<file path="config.mk">
export PLATFORM = sky130hd
export DESIGN_NAME = priority_stack_top
export DESIGN_NICKNAME = d
export VERILOG_FILES = /design/src/rtl/pstk_pkg.sv /design/src/rtl/priority_stack_top.sv /design/src/rtl/pstk_cell.sv
export SDC_FILE = /design/constraint.sdc
export NUM_CORES = 2
export LEC_CHECK = 0
export ABC_AREA = 1
export BUFFER_PORTS_ARGS = -buffer_cell sky130_fd_sc_hd__clkbuf_2
export CAP_MARGIN = 15
export CORE_ASPECT_RATIO = 0.6
export CORE_MARGIN = 5
export CORE_UTILIZATION = 51
export DETAILED_ROUTE_END_ITERATION = 12
export PLACE_DENSITY_LB_ADDON = 0.1
export SLEW_MARGIN = 20
export SYNTH_ARGS = -nofsm -noshare
export SYNTH_HDL_FRONTEND = slang
export SYNTH_SLANG_ARGS = --single-unit
</file>
<file path="constraint.sdc">
create_clock -name clock -period 7.5 [get_ports clock]
set_clock_uncertainty 0.15 [all_clocks]
set_input_delay 1.5 -clock clock [delete_from_list [all_inputs] [get_ports clock]]
set_output_delay 1.5 -clock clock [all_outputs]
set_load 0.05 [all_outputs]
</file>
<file path="src/rtl/pstk_pkg.sv">
`timescale 1ns / 1ps

package pstk_pkg;

   // Request kinds carried on req_tuser.
   localparam logic MODE_PUSH = 1'b0;
   localparam logic MODE_POP  = 1'b1;

   // Result status codes.
   localparam logic [1:0] STATUS_OK         = 2'd0;
   localparam logic [1:0] STATUS_FULL       = 2'd1;
   localparam logic [1:0] STATUS_EMPTY      = 2'd2;

   // Width of the count field in a result.
   localparam int COUNT_BITS = 5;

   // Shift command broadcast to every cell of the row.
   typedef struct packed {
      logic push_en;
      logic pop_en;
   } pstk_ctrl_type;

endpackage

</file>
<file path="src/rtl/priority_stack_top.sv">
`timescale 1ns / 1ps

// Bounded priority stack: entries are kept sorted with the highest priority
// at the front, and among equal priorities the most recently pushed entry is
// served first. A request on req_ carries a kind in req_tuser (0 push, 1 pop)
// and, for a push, the element and its priority in req_tdata. Every request
// produces exactly one result on rsp_ with the front element and priority
// after the request, the entry count, an empty flag and a status code
// (0 ok, 1 push refused because the store is full, 2 pop refused because it
// is empty); a refused request leaves the store unchanged. The store is a row
// of CAPACITY cells that all compare against the incoming priority and shift
// toward the back on a push or toward the front on a pop all at once, so
// the block takes one request per cycle unless held off, and the result is
// registered in the output register on the edge that accepts it. A request is
// held off only while that output register is full and not being taken.
// Reset empties the store at once; no clearing pass is needed.

module priority_stack_top #(
   parameter int CAPACITY      = 16,
   parameter int ELEM_BITS     = 32,
   parameter int PRIORITY_BITS = 8
) (
   input  logic clock,
   input  logic reset,

   input  logic                   req_tvalid,
   output logic                   req_tready,
   // Fields from bit 0: elem_in, priority_in, zero padding.
   input  logic [((ELEM_BITS + PRIORITY_BITS + 7) / 8) * 8 - 1:0] req_tdata,
   // Fields from bit 0: mode.
   input  logic                   req_tuser,

   output logic                   rsp_tvalid,
   input  logic                   rsp_tready,
   // Fields from bit 0: top_elem, top_priority, count, is_empty, status,
   // zero padding.
   output logic [((ELEM_BITS + PRIORITY_BITS + pstk_pkg::COUNT_BITS + 10) / 8) * 8 - 1:0]
                                  rsp_tdata
);

   localparam int RSP_RAW   = ELEM_BITS + PRIORITY_BITS + pstk_pkg::COUNT_BITS + 3;
   localparam int RSP_BITS  = ((RSP_RAW + 7) / 8) * 8;
   localparam int CNT_BITS  = $clog2(CAPACITY + 1);
   localparam int PRIO_LSB  = ELEM_BITS;
   localparam int CNT_LSB   = ELEM_BITS + PRIORITY_BITS;
   localparam int EMPTY_BIT = CNT_LSB + pstk_pkg::COUNT_BITS;
   localparam int STAT_LSB  = EMPTY_BIT + 1;

   logic [ELEM_BITS-1:0]     new_elem;
   logic [PRIORITY_BITS-1:0] new_prio;
   logic                     req_accept;

   pstk_pkg::pstk_ctrl_type  ctrl;

   logic [ELEM_BITS-1:0]     cell_elem  [CAPACITY];
   logic [PRIORITY_BITS-1:0] cell_prio  [CAPACITY];
   logic [CAPACITY-1:0]      cell_valid;
   logic [CAPACITY-1:0]      cell_yield;

   logic [CNT_BITS-1:0]      count_ff, count_in;
   logic [RSP_BITS-1:0]      rsp_data_ff, rsp_data_in;
   logic                     rsp_valid_ff;

   logic [ELEM_BITS-1:0]     front_elem;
   logic [PRIORITY_BITS-1:0] front_prio;
   logic [1:0]               status;
   logic                     full;

   assign new_elem   = req_tdata[ELEM_BITS-1:0];
   assign new_prio   = req_tdata[PRIO_LSB +: PRIORITY_BITS];
   assign req_tready = !rsp_valid_ff || rsp_tready;
   assign req_accept = req_tvalid && req_tready;
   assign full       = (count_ff == CNT_BITS'(CAPACITY));

   // Row of cells; cell 0 is the front. On a push each cell takes its left
   // neighbor when the new entry lands ahead of that neighbor, takes the new
   // entry when it lands exactly here, and otherwise keeps its contents. On a
   // pop each cell takes its right neighbor.
   for (genvar i = 0; i < CAPACITY; i++) begin : g_cell
      logic [ELEM_BITS-1:0]     l_elem, r_elem;
      logic [PRIORITY_BITS-1:0] l_prio, r_prio;
      logic                     l_valid, l_yield, r_valid;

      if (i == 0) begin : g_first
         assign l_elem  = new_elem;
         assign l_prio  = new_prio;
         assign l_valid = 1'b0;
         assign l_yield = 1'b0;
      end else begin : g_inner_left
         assign l_elem  = cell_elem[i-1];
         assign l_prio  = cell_prio[i-1];
         assign l_valid = cell_valid[i-1];
         assign l_yield = cell_yield[i-1];
      end

      if (i == CAPACITY - 1) begin : g_last
         assign r_elem  = cell_elem[i];
         assign r_prio  = cell_prio[i];
         assign r_valid = 1'b0;
      end else begin : g_inner_right
         assign r_elem  = cell_elem[i+1];
         assign r_prio  = cell_prio[i+1];
         assign r_valid = cell_valid[i+1];
      end

      pstk_cell #(
         .ELEM_BITS     (ELEM_BITS),
         .PRIORITY_BITS (PRIORITY_BITS)
      ) u_cell (
         .clock       (clock),
         .reset       (reset),
         .ctrl        (ctrl),
         .new_elem    (new_elem),
         .new_prio    (new_prio),
         .left_elem   (l_elem),
         .left_prio   (l_prio),
         .left_valid  (l_valid),
         .left_yield  (l_yield),
         .right_elem  (r_elem),
         .right_prio  (r_prio),
         .right_valid (r_valid),
         .elem        (cell_elem[i]),
         .prio        (cell_prio[i]),
         .valid       (cell_valid[i]),
         .yield       (cell_yield[i])
      );
   end

   // Decode the request and work out the front entry as it will stand after
   // the row has shifted, so the result can be registered in the same edge.
   always_comb begin
      ctrl       = '0;
      count_in   = count_ff;
      status     = pstk_pkg::STATUS_OK;
      front_elem = cell_elem[0];
      front_prio = cell_prio[0];
      if (req_accept) begin
         if (req_tuser == pstk_pkg::MODE_PUSH) begin
            if (full) begin
               status = pstk_pkg::STATUS_FULL;
            end else begin
               ctrl.push_en = 1'b1;
               count_in     = CNT_BITS'(count_ff + 1'b1);
               if (cell_yield[0]) begin
                  front_elem = new_elem;
                  front_prio = new_prio;
               end
            end
         end else begin
            if (count_ff == '0) begin
               status = pstk_pkg::STATUS_EMPTY;
            end else begin
               ctrl.pop_en = 1'b1;
               count_in    = CNT_BITS'(count_ff - 1'b1);
               front_elem  = cell_elem[1];
               front_prio  = cell_prio[1];
            end
         end
      end
   end

   always_comb begin
      rsp_data_in = '0;
      if (count_in != '0) begin
         rsp_data_in[ELEM_BITS-1:0]               = front_elem;
         rsp_data_in[PRIO_LSB +: PRIORITY_BITS]   = front_prio;
      end
      rsp_data_in[CNT_LSB +: pstk_pkg::COUNT_BITS] = pstk_pkg::COUNT_BITS'(count_in);
      rsp_data_in[EMPTY_BIT]                       = (count_in == '0);
      rsp_data_in[STAT_LSB +: 2]                   = status;
   end

   always_ff @(posedge clock) begin
      if (req_accept) begin
         rsp_data_ff <= rsp_data_in;
      end
      if (reset) begin
         count_ff     <= '0;
         rsp_valid_ff <= 1'b0;
      end else begin
         count_ff <= count_in;
         if (req_accept) begin
            rsp_valid_ff <= 1'b1;
         end else if (rsp_tready) begin
            rsp_valid_ff <= 1'b0;
         end
      end
   end

   assign rsp_tvalid = rsp_valid_ff;
   assign rsp_tdata  = rsp_data_ff;

   // The entry count always matches the number of occupied cells.
   a_count_matches_cells : assert property (
      @(posedge clock) disable iff (reset)
      $countones(cell_valid) == int'(count_ff)
   ) else $error("entry count disagrees with occupied cells");

   // Occupied cells form an unbroken run starting at the front.
   a_cells_packed_front : assert property (
      @(posedge clock) disable iff (reset)
      ((cell_valid + 1'b1) & cell_valid) == '0
   ) else $error("occupied cells are not packed toward the front");

   // A successful pop removes exactly one entry.
   a_pop_decrements : assert property (
      @(posedge clock) disable iff (reset)
      (req_accept && req_tuser == pstk_pkg::MODE_POP && count_ff != '0)
      |=> count_ff == CNT_BITS'($past(count_ff) - 1'b1)
   ) else $error("pop did not remove exactly one entry");

   // A push into a full store leaves the cell occupancy and the front element as they were.
   a_full_push_holds : assert property (
      @(posedge clock) disable iff (reset)
      (req_accept && req_tuser == pstk_pkg::MODE_PUSH && full)
      |=> $stable(cell_valid) && cell_elem[0] == $past(cell_elem[0])
   ) else $error("refused push changed the store");

   // A result is never overwritten before it has been taken.
   a_no_result_overwrite : assert property (
      @(posedge clock) disable iff (reset)
      (rsp_valid_ff && !rsp_tready) |-> !req_accept
   ) else $error("request accepted while a result was stalled");

endmodule

</file>
<file path="src/rtl/pstk_cell.sv">
`timescale 1ns / 1ps

module pstk_cell #(
   parameter int ELEM_BITS     = 32,
   parameter int PRIORITY_BITS = 8
) (
   input  logic                     clock,
   input  logic                     reset,
   input  pstk_pkg::pstk_ctrl_type  ctrl,
   input  logic [ELEM_BITS-1:0]     new_elem,
   input  logic [PRIORITY_BITS-1:0] new_prio,
   input  logic [ELEM_BITS-1:0]     left_elem,
   input  logic [PRIORITY_BITS-1:0] left_prio,
   input  logic                     left_valid,
   input  logic                     left_yield,
   input  logic [ELEM_BITS-1:0]     right_elem,
   input  logic [PRIORITY_BITS-1:0] right_prio,
   input  logic                     right_valid,
   output logic [ELEM_BITS-1:0]     elem,
   output logic [PRIORITY_BITS-1:0] prio,
   output logic                     valid,
   output logic                     yield
);

   logic [ELEM_BITS-1:0]     elem_ff, elem_in;
   logic [PRIORITY_BITS-1:0] prio_ff, prio_in;
   logic                     valid_ff, valid_in;

   // The new entry belongs at or ahead of this cell when the cell is empty
   // or holds a priority no higher than the new one.
   assign yield = !valid_ff || (prio_ff <= new_prio);

   always_comb begin
      elem_in  = elem_ff;
      prio_in  = prio_ff;
      valid_in = valid_ff;
      if (ctrl.push_en) begin
         if (left_yield) begin
            elem_in  = left_elem;
            prio_in  = left_prio;
            valid_in = left_valid;
         end else if (yield) begin
            elem_in  = new_elem;
            prio_in  = new_prio;
            valid_in = 1'b1;
         end
      end else if (ctrl.pop_en) begin
         elem_in  = right_elem;
         prio_in  = right_prio;
         valid_in = right_valid;
      end
   end

   always_ff @(posedge clock) begin
      elem_ff <= elem_in;
      prio_ff <= prio_in;
      if (reset) begin
         valid_ff <= 1'b0;
      end else begin
         valid_ff <= valid_in;
      end
   end

   assign elem  = elem_ff;
   assign prio  = prio_ff;
   assign valid = valid_ff;

endmodule
</file>
==> flow_metrics.tcl <==
set metrics [dict create \
    status "completed" \
    die-area_um2 84500 \
    final_hold_viol_count 0 \
    drc 0 \
    fmax_mhz 177 \
    clock-root-buffer "clkbuf_16" \
    placed_area_um2 41000 \
    rsz0062_at_grt "no" \
    clk_latency_ps 660 \
    io_buffers 94 \
    synth_warnings 0 \
    gp_congestion 0.901 \
    core_region_area_um2 77700 \
    synthesis.area_um2 40100 \
    cts.sinks 710 \
    drv_slew 0 \
    fin_crit_sh_pct 75.5 \
    viasPerCell 5.95 \
    die_y_um 227 \
    synth.avg_cell_area_um2 8.50 \
    top_usage_layer "met1" \
    async_flop_share_pct 0 \
    synth_largest_area_cell "edfxtp_1" \
    clk_pin_slew_ps 70 \
    cts_made_buffers 73 \
    synthCells 4718 \
    final_area_um2 43300 \
    track_usage_pct 31.7 \
    met1_usage_pct 49.5 \
    synth.top_cell.area_share_pct 51.5 \
    grt_pass1_vias 31077 \
    fin_tns_setup_ps 0 \
    layout.nets 4796 \
    antenna_left 0 \
    cts_setup_buffers 0 \
    netlist-cell-type-count 39 \
    fill_cells 7138 \
    worst_slew_pin_slew_ps 1160 \
    finalPower_mw 11.4 \
    antenna_found_initial 1 \
    area_growth_pct 8.07 \
    max_slew_margin_pct 22.5 \
    p_per_area_nw_per_um2 264 \
    p_leak_nw 18.1 \
    cts_tree "yes" \
    crit_fanout 25 \
    post_cts_resized 0 \
    first_pass_iters 6 \
    end_kind "register" \
    fin_crit_ps 5660 \
    die_w_um 372 \
    synth_area_leaders "edfxtp_1 (52%), nand2_1 (14%), nor2_1 (5.3%)" \
    io_pins 95 \
    grt_max_degree 246 \
    drive_gt1_share_pct 7.37 \
    initial_core_util_pct 51.6 \
    ir_drop_uv 161 \
    n_antenna_cell 0 \
    grt_pass1_wl_um 201000 \
    cts_max_path_buffers 3 \
    cp-start-kind "primary input" \
    finalSetupViolCount 0 \
    synth_nets 4893 \
    grt_use_met3_pct 7.43 \
    cp.arrival_ps 5800 \
    grt_util_met2_pct 44.3 \
    ctsHoldBuffers 0 \
    vias 34124 \
    hp-class "reg -> reg" \
    synth_seq_cells 710 \
    ys_seq_area_share_pct 52.6 \
    wl_per_cell_um 23.8 \
    drt_iter0_drc 4905 \
    path_class "in -> reg" \
    num_rows 79 \
    htreeDepth 3 \
    grt_overflow_total 0 \
    required_ps 7640 \
    ys.flop_type "edfxtp_1" \
    dp_hpwl_um 82100 \
    routed_wl_um 136000 \
    final_util_pct 55.8 \
    drv_cap 0 \
    synth_edf_count 688 \
]
==> cell usage in the layout, fill, tap and decap left out, types with 14 or more instances in the layout <==
master / n
clkinv_1: 27
nand3_1: 150
a21oi_4: 18
o22ai_1: 36
ha_1: 130
clkbuf_1: 14
dfxtp_1: 22
nor2_1: 558
a22oi_1: 27
o221ai_1: 28
o21ai_1: 218
buf_4: 57
nand3b_1: 22
nand2_1: 1523
clkbuf_16: 74
edfxtp_1: 688
clkbuf_2: 94
o211ai_1: 80
a21oi_1: 110
o21ai_0: 400
inv_1: 259
nand2_2: 17
==> worst paths after layout <==
path,startpoint,endpoint,slack [ps],cells past startpoint
hold / removal,g_cell[3].u_cell.valid$_SDFFE_PP0P_,g_cell[3].u_cell.valid$_SDFFE_PP0P_,340,2
setup / recovery,req_tdata[34],g_cell[6].u_cell.elem[17]$_DFFE_PP_,1840,13
hold reg to reg,g_cell[3].u_cell.valid$_SDFFE_PP0P_,g_cell[3].u_cell.valid$_SDFFE_PP0P_,340,2
setup reg to reg,rsp_tvalid$_SDFFE_PP0P_,g_cell[1].u_cell.prio[0]$_DFFE_PP_,3170,9
==> kinds of logic (layout without fill, tap and decap cells) <==
kind of cell               Yosys count  in the layout  share of synthesized area (%)
and+or+nand+nor                   2302           2302                           22.6
AOI/OAI and AO/OA                  955            955                           13.4
DFF                                710            710                           52.6
buffers and inverters              617            579                           7.18
adders and majority gates          130            130                           4.06
xor gates and xnor gates             4              4                         0.0874
==> metal layers <==
layer  vias to the layer above  share of wire (%)
li1                      15695                  -
met1                     16196                 45
met2                      2043                 40
met3                       188                 13
met4                         2                2.5
met5                         -             0.0095
==> state kept, by name, indices dropped and copies added, names as in the netlist <==
signal and cells:
g_cell.u_cell.valid 16, g_cell.u_cell.prio 128, rsp_tdata 48, rsp_tvalid 1, count_ff 5, g_cell.u_cell.elem 512
==> power breakdown <==
part / leakage [nW] / switching (mW) / internal, mW
Clock: 1.14 / 1.68 / 2.05
Sequential: 6.72 / 0.274 / 5.02
Combinational: 10.2 / 1.79 / 0.622
==> critical path: stages <==
cell      delay [ps]
clkbuf_2         280
clkinv_1         730
ha_1             560
nand2_1           90
inv_1             40
nand2_1           60
nand2_1           50
nand2_1           50
nand2_1           60
nand2_2          640
nor2_1           310
a21oi_4          760
buf_4            610
==> synthesized netlist by cell type, types with 2 or more instances <==
master and n:
nand2_2 8, nor3_1 6, buf_4 14, nand2_4 6
a21o_1 2, nand4_1 9, inv_4 2, o21a_1 12
o21bai_1 9, nand3_1 150, inv_1 266, o221ai_1 28
nand2_1 1534, nand3_4 3, nand3b_1 22, ha_1 130
buf_1 40, dfxtp_1 22, o211ai_1 80, xor2_1 4
buf_2 99, nor2_1 561, edfxtp_1 688, a21oi_1 128
clkbuf_1 130, o22ai_1 36, o21ai_0 400, clkinv_1 7
o21ai_1 219, a22oi_1 27, o221ai_2 12, buf_6 50
inv_2 8
==> final cells by class <==
cell class                 count  area, um^2  share of cell area, %
clock inverter                45         415                  0.959
multi-input combinational   3391       16400                   37.8
tap                         1053        1320                   3.04
sequential                   710       21100                   48.7
inverter                     284        1080                   2.50
timing repair buffer         161        1110                   2.55
clock buffer                  89        1920                   4.43
==> through the flow <==
stage	instances	hold slack, ps	setup WS [ps]
floorplan	4718	305	1410
global placement	5598	317	1430
detailed placement	5598	326	1290
CTS	5732	337	2010
global route	5733	366	1740
finish	5733	335	1840
(Power assumes the default switching activity.)
